`src/rtl/smp_pkg.sv`:
```
// Shared types, register indexes, reset values and unit codes for the stepper move profile.
package smp_pkg;

   localparam int CSR_IDX_W  = 3;
   localparam int CSR_DATA_W = 16;

   localparam logic [CSR_IDX_W-1:0] CSR_STEPS_PER_TURN   = 3'd0;
   localparam logic [CSR_IDX_W-1:0] CSR_BASE_WIDTH       = 3'd1;
   localparam logic [CSR_IDX_W-1:0] CSR_ACCEL_LIMIT      = 3'd2;
   localparam logic [CSR_IDX_W-1:0] CSR_MIN_MOVE         = 3'd3;
   localparam logic [CSR_IDX_W-1:0] CSR_REVERSAL_WINDOW  = 3'd4;
   localparam logic [CSR_IDX_W-1:0] CSR_MAX_WIDTH_CHANGE = 3'd5;

   localparam logic [15:0] RESET_STEPS_PER_TURN   = 16'd6400;
   localparam logic [9:0]  RESET_BASE_WIDTH       = 10'd150;
   localparam logic [11:0] RESET_ACCEL_LIMIT      = 12'd800;
   localparam logic [9:0]  RESET_MIN_MOVE         = 10'd20;
   localparam logic [11:0] RESET_REVERSAL_WINDOW  = 12'd100;
   localparam logic [9:0]  RESET_MAX_WIDTH_CHANGE = 10'd50;

   localparam logic [11:0] WIDTH_MAX = 12'hFFF;

   // Arithmetic unit sizes: cube of a 12-bit count, times a 10-bit base width.
   localparam int DEN_W  = 36;
   localparam int MULB_W = 12;
   localparam int ACC_W  = DEN_W + MULB_W;
   localparam int QUOT_W = 10;
   localparam int DVS_W  = DEN_W + QUOT_W - 1;
   localparam int CNT_W  = $clog2(QUOT_W);

   localparam logic [1:0] ALU_NOP     = 2'd0;
   localparam logic [1:0] ALU_MUL     = 2'd1;
   localparam logic [1:0] ALU_SETD    = 2'd2;
   localparam logic [1:0] ALU_DIVSTEP = 2'd3;

   typedef struct packed {
      logic [15:0] steps_per_turn;
      logic [9:0]  base_width;
      logic [11:0] accel_limit;
      logic [9:0]  min_move;
      logic [11:0] reversal_window;
      logic [9:0]  max_width_change;
   } cfg_type;

   typedef struct packed {
      logic [1:0]        op;
      logic [DEN_W-1:0]  opa;
      logic [MULB_W-1:0] opb;
   } alu_cmd_type;

   typedef struct packed {
      logic [ACC_W-1:0]  acc;
      logic [QUOT_W-1:0] quot;
   } alu_res_type;

endpackage

```
`src/rtl/smp_csr.sv`:
```
// Configuration registers of the stepper move profile with their write decode.
module smp_csr
   import smp_pkg::*;
(
   input  logic                  clock,
   input  logic                  reset,
   input  logic                  csr_we,
   input  logic [CSR_IDX_W-1:0]  csr_index,
   input  logic [CSR_DATA_W-1:0] csr_wdata,
   output cfg_type               cfg
);

   cfg_type cfg_ff;
   cfg_type cfg_in;

   always_comb begin
      cfg_in = cfg_ff;
      if (csr_we) begin
         unique case (csr_index)
            CSR_STEPS_PER_TURN:   cfg_in.steps_per_turn   = csr_wdata;
            CSR_BASE_WIDTH:       cfg_in.base_width       = csr_wdata[9:0];
            CSR_ACCEL_LIMIT:      cfg_in.accel_limit      = csr_wdata[11:0];
            CSR_MIN_MOVE:         cfg_in.min_move         = csr_wdata[9:0];
            CSR_REVERSAL_WINDOW:  cfg_in.reversal_window  = csr_wdata[11:0];
            CSR_MAX_WIDTH_CHANGE: cfg_in.max_width_change = csr_wdata[9:0];
            default:              cfg_in = cfg_ff;
         endcase
      end
   end

   always_ff @(posedge clock) begin
      if (reset) begin
         cfg_ff.steps_per_turn   <= RESET_STEPS_PER_TURN;
         cfg_ff.base_width       <= RESET_BASE_WIDTH;
         cfg_ff.accel_limit      <= RESET_ACCEL_LIMIT;
         cfg_ff.min_move         <= RESET_MIN_MOVE;
         cfg_ff.reversal_window  <= RESET_REVERSAL_WINDOW;
         cfg_ff.max_width_change <= RESET_MAX_WIDTH_CHANGE;
      end else begin
         cfg_ff <= cfg_in;
      end
   end

   assign cfg = cfg_ff;

endmodule

```
`src/rtl/smp_alu.sv`:
```
// Shared arithmetic unit: registered multiplier and restoring division step.
module smp_alu
   import smp_pkg::*;
(
   input  logic        clock,
   input  alu_cmd_type cmd,
   output alu_res_type res
);

   logic [ACC_W-1:0]  acc_ff, acc_in;
   logic [QUOT_W-1:0] quot_ff, quot_in;
   logic [DVS_W-1:0]  dvs_ff, dvs_in;
   logic [ACC_W-1:0]  prod;
   logic [ACC_W-1:0]  dvs_ext;
   logic              ge;

   assign prod    = {{MULB_W{1'b0}}, cmd.opa} * {{DEN_W{1'b0}}, cmd.opb};
   assign dvs_ext = {{(ACC_W-DVS_W){1'b0}}, dvs_ff};
   assign ge      = acc_ff >= dvs_ext;

   always_comb begin
      acc_in  = acc_ff;
      quot_in = quot_ff;
      dvs_in  = dvs_ff;
      unique case (cmd.op)
         ALU_MUL: begin
            acc_in = prod;
         end
         ALU_SETD: begin
            dvs_in  = {cmd.opa, {(QUOT_W-1){1'b0}}};
            quot_in = '0;
         end
         ALU_DIVSTEP: begin
            if (ge) begin
               acc_in = acc_ff - dvs_ext;
            end
            quot_in = {quot_ff[QUOT_W-2:0], ge};
            dvs_in  = dvs_ff >> 1;
         end
         default: begin
            acc_in = acc_ff;
         end
      endcase
   end

   always_ff @(posedge clock) begin
      acc_ff  <= acc_in;
      quot_ff <= quot_in;
      dvs_ff  <= dvs_in;
   end

   assign res.acc  = acc_ff;
   assign res.quot = quot_ff;

endmodule

```
`src/rtl/stepper_move_profile_core.sv`:
```
// Top level of the stepper move profile: sequencer, move state and result register.
// A new transaction is accepted only in idle: a target transaction, a tick outside a move,
// a cruise step and a ramp step each finish before the next transaction is accepted.
// A ramp step makes five passes through the shared 36x12 multiplier and ten steps of the
// restoring divider. Each result is registered once the work ends.
// Synchronous reset restores the register defaults, position 0 and no move in progress.
module stepper_move_profile_core
   import smp_pkg::*;
(
   input  logic                  clock,
   input  logic                  reset,
   input  logic                  req_valid,
   output logic                  req_stall,
   input  logic                  req_cmd,
   input  logic [15:0]           req_target_step,
   output logic                  rsp_valid,
   input  logic                  rsp_stall,
   output logic                  rsp_accepted,
   output logic                  rsp_direction,
   output logic                  rsp_step_valid,
   output logic [11:0]           rsp_pulse_width,
   output logic [10:0]           rsp_half_period,
   output logic [15:0]           rsp_position,
   output logic                  rsp_move_done,
   input  logic                  csr_we,
   input  logic [CSR_IDX_W-1:0]  csr_index,
   input  logic [CSR_DATA_W-1:0] csr_wdata
);

   localparam logic [3:0] ST_IDLE  = 4'd0;
   localparam logic [3:0] ST_PLAN  = 4'd1;
   localparam logic [3:0] ST_TICK  = 4'd2;
   localparam logic [3:0] ST_M_AA  = 4'd3;
   localparam logic [3:0] ST_M_AAA = 4'd4;
   localparam logic [3:0] ST_M_JJ  = 4'd5;
   localparam logic [3:0] ST_M_JJJ = 4'd6;
   localparam logic [3:0] ST_M_BJ  = 4'd7;
   localparam logic [3:0] ST_D_SET = 4'd8;
   localparam logic [3:0] ST_DIV   = 4'd9;
   localparam logic [3:0] ST_FIN   = 4'd10;

   localparam logic [1:0] MODE_CRUISE = 2'd0;
   localparam logic [1:0] MODE_ACCEL  = 2'd1;
   localparam logic [1:0] MODE_DECEL  = 2'd2;

   localparam logic [1:0] DIR_NONE = 2'd0;
   localparam logic [1:0] DIR_FWD  = 2'd1;
   localparam logic [1:0] DIR_REV  = 2'd2;

   localparam logic CMD_TICK = 1'b1;

   cfg_type     cfg;
   alu_cmd_type alu_cmd;
   alu_res_type alu_res;

   smp_csr u_csr (
      .clock     (clock),
      .reset     (reset),
      .csr_we    (csr_we),
      .csr_index (csr_index),
      .csr_wdata (csr_wdata),
      .cfg       (cfg)
   );

   smp_alu u_alu (
      .clock (clock),
      .cmd   (alu_cmd),
      .res   (alu_res)
   );

   logic [3:0]       state_ff, state_in;
   logic [15:0]      pos_ff, pos_in;
   logic [1:0]       last_dir_ff, last_dir_in;
   logic [11:0]      cw_ff, cw_in;
   logic             moving_ff, moving_in;
   logic             mdir_ff, mdir_in;
   logic [15:0]      sidx_ff, sidx_in;
   logic [15:0]      total_ff, total_in;
   logic [11:0]      ramp_ff, ramp_in;
   logic [15:0]      target_ff, target_in;
   logic [1:0]       mode_ff, mode_in;
   logic [11:0]      j_ff, j_in;
   logic [DEN_W-1:0] den_ff, den_in;
   logic [CNT_W-1:0] cnt_ff, cnt_in;

   logic        rsp_valid_ff, rsp_valid_in;
   logic        rsp_accepted_ff, rsp_accepted_in;
   logic        rsp_direction_ff, rsp_direction_in;
   logic        rsp_step_valid_ff, rsp_step_valid_in;
   logic [11:0] rsp_pulse_width_ff, rsp_pulse_width_in;
   logic [15:0] rsp_position_ff, rsp_position_in;
   logic        rsp_move_done_ff, rsp_move_done_in;

   logic        out_free;

   // Move planning.
   logic        p_fwd_raw;
   logic [15:0] p_dist;
   logic [1:0]  p_dcode;
   logic        p_fwd;
   logic [15:0] p_total;
   logic        p_ok;
   logic [14:0] p_half;
   logic [11:0] p_ramp;

   // Step profile.
   logic [15:0] d_start;
   logic [15:0] d_off;
   logic        t_accel;
   logic        t_decel;
   logic [10:0] q_ceil;
   logic [11:0] tgt;
   logic [11:0] w_diff;
   logic [12:0] w_slew;
   logic [11:0] new_w;
   logic [16:0] pos_inc;
   logic [15:0] pos_step;
   logic [15:0] sidx_next;

   assign out_free = !rsp_valid_ff || !rsp_stall;

   always_comb begin
      p_fwd_raw = target_ff > pos_ff;
      p_dist    = p_fwd_raw ? (target_ff - pos_ff) : (pos_ff - target_ff);
      p_dcode   = p_fwd_raw ? DIR_FWD : DIR_REV;
      p_fwd     = p_fwd_raw;
      p_total   = p_dist;
      p_ok      = p_dist >= {6'b0, cfg.min_move};
      if (last_dir_ff != DIR_NONE && p_dcode != last_dir_ff &&
          p_dist < {4'b0, cfg.reversal_window}) begin
         p_fwd = (last_dir_ff == DIR_FWD);
      end
      if (p_dist > {1'b0, cfg.steps_per_turn[15:1]}) begin
         if (p_dist > cfg.steps_per_turn) begin
            p_ok = 1'b0;
         end else begin
            p_fwd   = !p_fwd;
            p_total = cfg.steps_per_turn - p_dist;
         end
      end
      p_half = p_total[15:1];
      p_ramp = ({4'b0, cfg.accel_limit} < {1'b0, p_half}) ? cfg.accel_limit : p_half[11:0];
   end

   always_comb begin
      d_start = total_ff - {4'b0, ramp_ff};
      d_off   = sidx_ff - d_start;
      t_accel = (ramp_ff != '0) && (sidx_ff < {4'b0, ramp_ff});
      t_decel = (ramp_ff != '0) && !t_accel && (sidx_ff >= d_start);

      q_ceil = {1'b0, alu_res.quot} + {10'b0, (alu_res.acc != '0)};
      case (mode_ff)
         MODE_ACCEL: tgt = {1'b0, cfg.base_width, 1'b0} - {1'b0, q_ceil};
         MODE_DECEL: tgt = {2'b0, cfg.base_width} + {2'b0, alu_res.quot};
         default:    tgt = {2'b0, cfg.base_width};
      endcase

      w_diff = (tgt > cw_ff) ? (tgt - cw_ff) : (cw_ff - tgt);
      if (w_diff > {2'b0, cfg.max_width_change}) begin
         if (tgt < cw_ff) begin
            w_slew = {1'b0, cw_ff} - {3'b0, cfg.max_width_change};
         end else begin
            w_slew = {1'b0, cw_ff} + {3'b0, cfg.max_width_change};
         end
      end else begin
         w_slew = {1'b0, tgt};
      end
      new_w = w_slew[12] ? WIDTH_MAX : w_slew[11:0];

      pos_inc = {1'b0, pos_ff} + 17'd1;
      if (mdir_ff) begin
         pos_step = (pos_inc >= {1'b0, cfg.steps_per_turn}) ? 16'd0 : pos_inc[15:0];
      end else begin
         pos_step = (pos_ff == '0) ? (cfg.steps_per_turn - 16'd1) : (pos_ff - 16'd1);
      end
      sidx_next = sidx_ff + 16'd1;
   end

   always_comb begin
      state_in    = state_ff;
      pos_in      = pos_ff;
      last_dir_in = last_dir_ff;
      cw_in       = cw_ff;
      moving_in   = moving_ff;
      mdir_in     = mdir_ff;
      sidx_in     = sidx_ff;
      total_in    = total_ff;
      ramp_in     = ramp_ff;
      target_in   = target_ff;
      mode_in     = mode_ff;
      j_in        = j_ff;
      den_in      = den_ff;
      cnt_in      = cnt_ff;

      rsp_valid_in       = rsp_valid_ff && rsp_stall;
      rsp_accepted_in    = rsp_accepted_ff;
      rsp_direction_in   = rsp_direction_ff;
      rsp_step_valid_in  = rsp_step_valid_ff;
      rsp_pulse_width_in = rsp_pulse_width_ff;
      rsp_position_in    = rsp_position_ff;
      rsp_move_done_in   = rsp_move_done_ff;

      alu_cmd.op  = ALU_NOP;
      alu_cmd.opa = '0;
      alu_cmd.opb = '0;

      unique case (state_ff)
         ST_IDLE: begin
            if (req_valid) begin
               target_in = req_target_step;
               state_in  = (req_cmd == CMD_TICK) ? ST_TICK : ST_PLAN;
            end
         end
         ST_PLAN: begin
            if (out_free) begin
               if (!moving_ff && p_ok) begin
                  mdir_in     = p_fwd;
                  last_dir_in = p_fwd ? DIR_FWD : DIR_REV;
                  total_in    = p_total;
                  ramp_in     = p_ramp;
                  sidx_in     = '0;
                  moving_in   = (p_total != '0);
               end
               rsp_valid_in       = 1'b1;
               rsp_accepted_in    = !moving_ff && p_ok;
               rsp_direction_in   = (!moving_ff && p_ok) ? p_fwd : mdir_ff;
               rsp_step_valid_in  = 1'b0;
               rsp_pulse_width_in = '0;
               rsp_position_in    = pos_ff;
               rsp_move_done_in   = 1'b0;
               state_in           = ST_IDLE;
            end
         end
         ST_TICK: begin
            if (!moving_ff) begin
               if (out_free) begin
                  rsp_valid_in       = 1'b1;
                  rsp_accepted_in    = 1'b0;
                  rsp_direction_in   = mdir_ff;
                  rsp_step_valid_in  = 1'b0;
                  rsp_pulse_width_in = '0;
                  rsp_position_in    = pos_ff;
                  rsp_move_done_in   = 1'b0;
                  state_in           = ST_IDLE;
               end
            end else begin
               mode_in  = t_accel ? MODE_ACCEL : (t_decel ? MODE_DECEL : MODE_CRUISE);
               j_in     = t_accel ? sidx_ff[11:0] : d_off[11:0];
               state_in = (t_accel || t_decel) ? ST_M_AA : ST_FIN;
            end
         end
         ST_M_AA: begin
            alu_cmd.op  = ALU_MUL;
            alu_cmd.opa = {{(DEN_W-12){1'b0}}, ramp_ff};
            alu_cmd.opb = ramp_ff;
            state_in    = ST_M_AAA;
         end
         ST_M_AAA: begin
            alu_cmd.op  = ALU_MUL;
            alu_cmd.opa = alu_res.acc[DEN_W-1:0];
            alu_cmd.opb = ramp_ff;
            state_in    = ST_M_JJ;
         end
         ST_M_JJ: begin
            den_in      = alu_res.acc[DEN_W-1:0];
            alu_cmd.op  = ALU_MUL;
            alu_cmd.opa = {{(DEN_W-12){1'b0}}, j_ff};
            alu_cmd.opb = j_ff;
            state_in    = ST_M_JJJ;
         end
         ST_M_JJJ: begin
            alu_cmd.op  = ALU_MUL;
            alu_cmd.opa = alu_res.acc[DEN_W-1:0];
            alu_cmd.opb = j_ff;
            state_in    = ST_M_BJ;
         end
         ST_M_BJ: begin
            alu_cmd.op  = ALU_MUL;
            alu_cmd.opa = alu_res.acc[DEN_W-1:0];
            alu_cmd.opb = {2'b0, cfg.base_width};
            state_in    = ST_D_SET;
         end
         ST_D_SET: begin
            alu_cmd.op  = ALU_SETD;
            alu_cmd.opa = den_ff;
            cnt_in      = CNT_W'(QUOT_W - 1);
            state_in    = ST_DIV;
         end
         ST_DIV: begin
            alu_cmd.op = ALU_DIVSTEP;
            cnt_in     = cnt_ff - CNT_W'(1);
            if (cnt_ff == '0) begin
               state_in = ST_FIN;
            end
         end
         ST_FIN: begin
            if (out_free) begin
               cw_in     = new_w;
               pos_in    = pos_step;
               sidx_in   = sidx_next;
               moving_in = !(sidx_next >= total_ff);

               rsp_valid_in       = 1'b1;
               rsp_accepted_in    = 1'b0;
               rsp_direction_in   = mdir_ff;
               rsp_step_valid_in  = 1'b1;
               rsp_pulse_width_in = new_w;
               rsp_position_in    = pos_step;
               rsp_move_done_in   = (sidx_next >= total_ff);
               state_in           = ST_IDLE;
            end
         end
         default: begin
            state_in = ST_IDLE;
         end
      endcase
   end

   always_ff @(posedge clock) begin
      if (reset) begin
         state_ff     <= ST_IDLE;
         pos_ff       <= '0;
         last_dir_ff  <= DIR_NONE;
         cw_ff        <= {2'b0, RESET_BASE_WIDTH};
         moving_ff    <= 1'b0;
         mdir_ff      <= 1'b0;
         sidx_ff      <= '0;
         total_ff     <= '0;
         ramp_ff      <= '0;
         rsp_valid_ff <= 1'b0;
      end else begin
         state_ff     <= state_in;
         pos_ff       <= pos_in;
         last_dir_ff  <= last_dir_in;
         cw_ff        <= cw_in;
         moving_ff    <= moving_in;
         mdir_ff      <= mdir_in;
         sidx_ff      <= sidx_in;
         total_ff     <= total_in;
         ramp_ff      <= ramp_in;
         rsp_valid_ff <= rsp_valid_in;
      end
   end

   always_ff @(posedge clock) begin
      target_ff          <= target_in;
      mode_ff            <= mode_in;
      j_ff               <= j_in;
      den_ff             <= den_in;
      cnt_ff             <= cnt_in;
      rsp_accepted_ff    <= rsp_accepted_in;
      rsp_direction_ff   <= rsp_direction_in;
      rsp_step_valid_ff  <= rsp_step_valid_in;
      rsp_pulse_width_ff <= rsp_pulse_width_in;
      rsp_position_ff    <= rsp_position_in;
      rsp_move_done_ff   <= rsp_move_done_in;
   end

   assign req_stall       = (state_ff != ST_IDLE);
   assign rsp_valid       = rsp_valid_ff;
   assign rsp_accepted    = rsp_accepted_ff;
   assign rsp_direction   = rsp_direction_ff;
   assign rsp_step_valid  = rsp_step_valid_ff;
   assign rsp_pulse_width = rsp_pulse_width_ff;
   assign rsp_half_period = rsp_pulse_width_ff[11:1];
   assign rsp_position    = rsp_position_ff;
   assign rsp_move_done   = rsp_move_done_ff;

   a_moving_has_steps: assert property (@(posedge clock) disable iff (reset)
      moving_ff |-> (total_ff != '0))
      else $error("A move is running with no steps planned.");

   a_index_in_move: assert property (@(posedge clock) disable iff (reset)
      moving_ff |-> (sidx_ff < total_ff))
      else $error("The step index ran past the end of the move.");

   a_ramp_fits: assert property (@(posedge clock) disable iff (reset)
      moving_ff |-> ({1'b0, ramp_ff} <= {1'b0, total_ff[15:1]}))
      else $error("The ramp is longer than half the move.");

   a_one_kind_of_result: assert property (@(posedge clock) disable iff (reset)
      rsp_valid |-> !(rsp_accepted && rsp_step_valid))
      else $error("A result reports both a started move and a step.");

   a_busy_after_accept: assert property (@(posedge clock) disable iff (reset)
      (req_valid && !req_stall) |=> (state_ff != ST_IDLE))
      else $error("A transaction was accepted but no work started.");

endmodule

```
`config.mk`:
```
export PLATFORM = sky130hd
export DESIGN_NAME = stepper_move_profile_core
export DESIGN_NICKNAME = d
export VERILOG_FILES = /design/src/rtl/smp_pkg.sv /design/src/rtl/smp_csr.sv /design/src/rtl/smp_alu.sv /design/src/rtl/stepper_move_profile_core.sv
export SDC_FILE = /design/constraint.sdc
export NUM_CORES = 2
export LEC_CHECK = 0
export BUFFER_PORTS_ARGS = -buffer_cell sky130_fd_sc_hd__buf_2
export CORE_MARGIN = 1
export CORE_UTILIZATION = 47
export CTS_CLUSTER_SIZE = 28
export DETAILED_ROUTE_END_ITERATION = 7
export HOLD_SLACK_MARGIN = 0.02
export MAX_ROUTING_LAYER = met4
export PLACE_DENSITY_LB_ADDON = 0.1
export SETUP_SLACK_MARGIN = 0.1
export SYNTH_ARGS = -nofsm -noshare
export SYNTH_HDL_FRONTEND = slang
export SYNTH_SLANG_ARGS = --single-unit
```
`constraint.sdc`:
```
create_clock -name clock -period 15.75 [get_ports clock]
set_clock_uncertainty 0.15 [all_clocks]
set_input_delay 3.9375 -clock clock [delete_from_list [all_inputs] [get_ports clock]]
set_output_delay 3.9375 -clock clock [all_outputs]
set_load 0.005 [all_outputs]
```
## After elaboration in Yosys (flattened, before gate mapping)

Index checks and enable logic that the tools add are counted.

| storage, ports and cells | value |
|---|---|
| register bits after elaboration | 356 |
| output and inout port bits | 45 |

| operators by class | value |
|---|---|
| add/sub/neg operators | 18 |
| $mul | 1 |
| $lt $le $gt $ge | 14 |
| equal/unequal tests | 29 |
| mux-type cells | 72 |
| reductions and logical operators | 50 |

Operator list:

| cell | count |
|---|---|
| $mux W16 | 12 |
| $pmux W36 S4 | 1 |
| $pmux W48 S2 | 1 |
| $pmux W45 S2 | 1 |
| $mux W12 | 7 |
| $pmux W12 S3 | 2 |
| $ge A48 B45 Y1 | 1 |
| $mul A36 B12 Y48 | 1 |
| $mux W48 | 1 |
| $pmux W16 S3 | 1 |
| $reduce_bool A48 Y1 | 1 |
| $sub A16 B16 Y16 | 3 |
| $sub A48 B45 Y48 | 1 |
| $pmux W4 S10 | 1 |
| $sub A12 B12 Y12 | 3 |
| $ge A16 B16 Y1 | 2 |
| $gt A16 B16 Y1 | 2 |
| $lt A16 B12 Y1 | 2 |
| $pmux W16 S2 | 1 |
| $sub A16 B1 Y16 const B | 2 |
| $mux W13 | 2 |
| $pmux W12 S2 | 1 |
| $reduce_and A2 Y1 | 12 |
| $mux W1 | 23 |
| other kinds (51) | 100 |

## Depth between registers and ports, before layout

| depth | value |
|---|---|
| depth after elaboration | 12 |
| mapped depth | 37 |
| depth with buffers taken out | 35 |

## Cells and area by module

Synthesis repeated with hierarchy kept, for this count alone.

| unflattened totals | value |
|---|---|
| cells, all modules | 4,848 |
| area total of the unflattened synthesis | 41,623.7 sq um |

By module, submodules not included:

| module | instances | cells each | area each (sq um) | seq. area each (sq um) |
|---|---|---|---|---|
| smp_alu | 1 | 2,396 | 20,499.7 | 3,093.0 |
| stepper_move_profile_core | 1 | 2,190 | 18,316.3 | 4,684.5 |
| smp_csr | 1 | 262 | 2,807.7 | 1,401.3 |

## Worst setup path before layout

No wires, ideal clock.

| path | value |
|---|---|
| path kind | register to register |
| start | reg state_ff[2] |
| end | reg u_alu.acc_ff[36], data pin |
| data arrival time | 9.658 ns |
| path slack | 5.686 ns |
| cell stages (with the launch flop) | 27 |
| buffers on the path | 2 |
| clock period less this slack | 10.064 ns |
| cells stage by stage | dfxtp_1 > clkbuf_1 > inv_1 > nor3_1 > nand2_1 > nand3_1 > clkbuf_1 > nand2_1 > fa_1 > fa_1 > inv_1 > fa_1 > fa_1 > inv_1 > fa_1 > inv_1 > ha_1 > a2111oi_0 > nand2b_1 > o211ai_1 > a31oi_1 > nor3b_1 > o211a_1 > o21ai_0 > xnor2_1 > nor2_1 > a31o_2 |

| on the way | value |
|---|---|
| word-level cells in the longest chain between the ends | 5 |
| elaborated cells between the ends (all ways) | 18 |
| classes of those cells | mul: 1; eq/ne: 9; mux: 4; reduce/logical: 4 |

Ends and longest elaborated chain:

| element | RTL line | text |
|---|---|---|
| start, declared | stepper_move_profile_core.sv:71 | `logic [3:0] state_ff, state_in;` |
| start signal, assigned | stepper_move_profile_core.sv:332 | `state_ff <= state_in;` |
| $eq A4 B3 Y1 / $eq A4 B2 Y1 (equally long branches) | stepper_move_profile_core.sv:207 | `unique case (state_ff)` |
| $reduce_or A3 Y1 (no source line) (tied with other cells) | n/a |  |
| $pmux W36 S4 (tied with other cells) | stepper_move_profile_core.sv:207 |  |
| $mul A36 B12 Y48 (tied with other cells) | smp_alu.sv:17 | `assign prod = {{MULB_W{1'b0}}, cmd.opa} * {{DEN_W{1'b0}}, cmd.opb};` |
| $pmux W48 S2 * | smp_alu.sv:25 | `unique case (cmd.op)` |
| net u_alu.acc_in[36] | smp_alu.sv:10 | `logic [ACC_W-1:0] acc_ff, acc_in;` |
| end signal, assigned | smp_alu.sv:47 | `acc_ff <= acc_in;` |
| end, declared | smp_alu.sv:10 |  |

Mark *: on every way through the listed nets, which the timed path passes. The rest lies on a longest branch.
A chain may end at the register's enable or synchronous reset.

## Worst setup path in the final report

| path | value |
|---|---|
| start | reg state_ff[3] |
| end | reg u_alu.acc_ff[47], data pin |

The elaborated chain is that of the path after synthesis.

==> run summary <==
Outcome - finished clean
Post-synth EDFFs - 205
Launching point of the worst reg2reg path - state_ff[3]
DIE AREA - 87700 sq um
Nets@finish - 5540
H-tree levels - 2
Vias in the first global route - 33081
Avg Inst Size Synth - 8.46 sq um
Area contributors post-synth - fa_1, edfxtp_1, ha_1
Largest net degree at the start of global routing - 72
Final min period - 9850 ps
GRT Resource Usage Total - 30.8%
Switching Fraction - 33.4%
Metal2 WL - 56800 um
First-pass GRT wire length - 200000 um
Worst-Margin Slew - 1230 ps
Type of the worst min-delay path - register to register
Reg power frac - 36.8%
Top Layer Used - met4
Sequential area share after synthesis - 22.6%
Reg clk slew, reported paths - 60 ps
Flop-to-flop setup slack - 5900 ps
Post-synthesis async set-or-reset flop share - 0%
Max Cap Viol - 0
GRT Residual Overflow - 0
Area of the mapped netlist - 40700 sq um
Post-CTS Hold Buffers - 0
DIE WIDTH - 296 um
CP most frequent cell - inv_1
Synth warn - 0
Syn nets - 5575
Cell taking the most area after synthesis - fa_1
Number of vias per cell - 5.80
Prevailing post-synth register cell - edfxtp_1
Die H - 296 um
Pins Over Slew Limit - 0
Worst setup path class - register to register
Tcrit/Tclk final - 62.5%
Avg WL per Cell - 21.8 um
Leakage - 19.0 nW
Root buf cell - clkbuf_16
Net load switching power - 0.950 mW
Max_slew headroom - 17.7%
Number of synthesized register bits - 356
TritonCTS clock tree - built
Total CTS buffers - 45
Count of final hold-check violations - 0
Routability congestion estimate - 0.952
Row cnt - 107
Initial DRC count - 2982
FF-to-FF End - u_alu.acc_ff[47]
F_max - 0.102 GHz
Fraction of layout instances using a drive strength above 1 - 5.85%
First drt pass iteration count - 6
Register area - 9180 sq um
Hold Path Sink - u_csr.cfg[17]
Starting density of the core - 47.6%
RSZ-0062 raised after global routing - no
Initial antenna violation count - 4
Skew-Pair Late Insertion Delay - 620 ps
WHS Path Cells - 2
Post CTS Setup Buffer Count - 0
Final wirelength - 129000 um
Largest stage delay on the critical path - 930 ps
CP Max Fanout - 22
Pint - 1.89 mW
I/O pin cnt - 86
CP arrival - 10130 ps
Worst setup EP type - register
VDD IR max - 0.0777 mV
Critical-path top delay cell - nand2_1
Comb power frac - 26.7%
Setup-failing EPs final - 0
Crit start category - register
Fillcell total - 8338
PostCTS Resize Cnt - 0
Power density cells - 65.4 nW/um^2
Via count - 34483
Number of distinct library cells after synthesis - 98
Top-area cell type share of the netlist area - 17.3%
Clk pwr share - 36.6%
Worst Reg-to-Reg Cells - 28
Drt drc - 0
Total clock sinks - 356
Wire length on met1 - 58500 um
Cells after Synth - 4804
DR WL met3 - 11100 um
Detail Route Antenna Nets - 0
TNS Setup - 0 ps
Core Footprint - 85400 sq um
Area of the multi-input gates - 28000 sq um
Syn-to-layout area delta - 6.89%
Dpl hpwl - 99700 um
Total design power - 2.84 mW
WP data required - 16030 ps
CTS max path bufs - 3
Port-buffer cells - 85
Hold Path Origin - u_csr.cfg[17]
## power groups by stage
stage / logic (mW) / registers (mW) / clock network (mW)
after floorplan: 0.545 / 1.05 / 0
after global placement: 0.740 / 1.06 / 0
after global routing: 0.832 / 1.05 / 1.09
after detailed placement: 0.741 / 1.06 / 0
final: 0.757 / 1.05 / 1.04
after CTS: 0.747 / 1.04 / 1.06
## cells in the final DEF (no fill, tap or decap), types with 34 or more instances in the layout
master and n:
o21a_1 39, nor3_1 51, and2_1 35, a22oi_1 44, edfxtp_1 205, dfxtp_1 151
xor2_1 71, nor4_1 34, buf_2 84, a21o_1 122, buf_4 49, clkbuf_16 46
o211ai_1 44, fa_1 351, xnor2_1 140, nor2_1 330, o21ai_0 214, a21oi_1 365
inv_1 703, a211oi_1 35, nor2b_1 40, mux2i_1 41, nand3_1 73, nand2_1 616
nand4_1 44, ha_1 379
## critical path, delay by kind of cell (launching register included)
family / cells / cell delay [ps]
fa+ha+maj: 6 / 2680
compound gates: 10 / 3090
buf+inv: 7 / 730
flops: 1 / 400
simple gates: 5 / 2580
## how the worst max path moves through the flow
stage / startpoint / endpoint
floorplan: state_ff[2] / u_alu.acc_ff[36]
global placement: state_ff[3] / u_alu.acc_ff[47]
detailed placement: state_ff[3] / u_alu.acc_ff[36]
CTS: state_ff[3] / u_alu.acc_ff[36]
global route: state_ff[3] / u_alu.acc_ff[32]
finish: state_ff[3] / u_alu.acc_ff[47]
## sequential cells by signal, summed over array words and instances (netlist names), 2 cells and up
| signal | flops |
|---|---|
| sidx_ff | 16 |
| cnt_ff | 4 |
| pos_ff | 16 |
| den_ff | 36 |
| state_ff | 4 |
| cw_ff | 12 |
| ramp_ff | 12 |
| u_csr.cfg | 70 |
| target_ff | 16 |
| u_alu.quot_ff | 10 |
| rsp_pulse_width | 12 |
| j_ff | 12 |
| mode_ff | 2 |
| last_dir_ff | 2 |
| u_alu.dvs_ff | 45 |
| rsp_position | 16 |
| u_alu.acc_ff | 48 |
| total_ff | 16 |
## logic make-up (layout without fill, tap and decap cells)
logic type      Yosys count  in the layout  synth area share (%)
compound gates         1147           1147                  18.3
xor+xnor                211            211                  4.55
fa+ha+maj               730            730                  28.9
buf+inv                 920            918                  8.80
flops                   356            356                  22.6
mux                      56             56                  1.43
other cells               0              1                     0
simple gates           1384           1384                  15.4
## final cells by class
| cell class | instances | share of cell area (%) |
|---|---|---|
| multi-input combinational | 3528 | 64.4 |
| sequential | 356 | 21.1 |
| inverter | 705 | 6.09 |
| tap | 1144 | 3.29 |
| clock buffer | 63 | 2.91 |
| timing repair buffer | 133 | 1.81 |
| clock inverter | 17 | 0.409 |
| antenna | 1 | 0.00576 |
## per-layer routing
| metal | vias up | track usage (%) |
|---|---|---|
| met1 | 16889 | 42.9 |
| met5 | - | - |
| met4 | 0 | 7.12 |
| met3 | 196 | 6.34 |
| met2 | 1213 | 45.7 |
| li1 | 16185 | - |
## Yosys cell counts, types with 26 or more instances
| master | number |
|---|---|
| nand2_1 | 619 |
| xor2_1 | 71 |
| nand2b_1 | 31 |
| and2_1 | 35 |
| mux2i_1 | 41 |
| o211ai_1 | 44 |
| inv_1 | 703 |
| a22o_1 | 26 |
| o21ai_0 | 216 |
| dfxtp_1 | 151 |
| a22oi_1 | 46 |
| fa_1 | 351 |
| nor2b_1 | 40 |
| a21o_1 | 122 |
| edfxtp_1 | 205 |
| and3_1 | 34 |
| a21oi_1 | 365 |
| o31ai_1 | 31 |
| o21a_1 | 39 |
| xnor2_1 | 140 |
| nor4_1 | 35 |
| ha_1 | 379 |
| nor3_1 | 54 |
| o21bai_1 | 33 |
| a211oi_1 | 35 |
| nand3_1 | 73 |
| nand4_1 | 44 |
| nor2_1 | 333 |
| clkbuf_1 | 166 |
## metrics by stage
step	utilization [%]	hold slack, ps	instance area (sq um)	std cells	setup slack [ps]
after floorplan	-	284	40700	4804	5690
after global placement	49.2	293	42000	5866	6340
after detailed placement	49.2	298	42000	5866	6170
after CTS	50.9	306	43500	5946	6140
after global routing	50.9	330	43500	5947	5360
final	50.9	307	43500	5947	5900
Power figures use the tool's default switching activity.
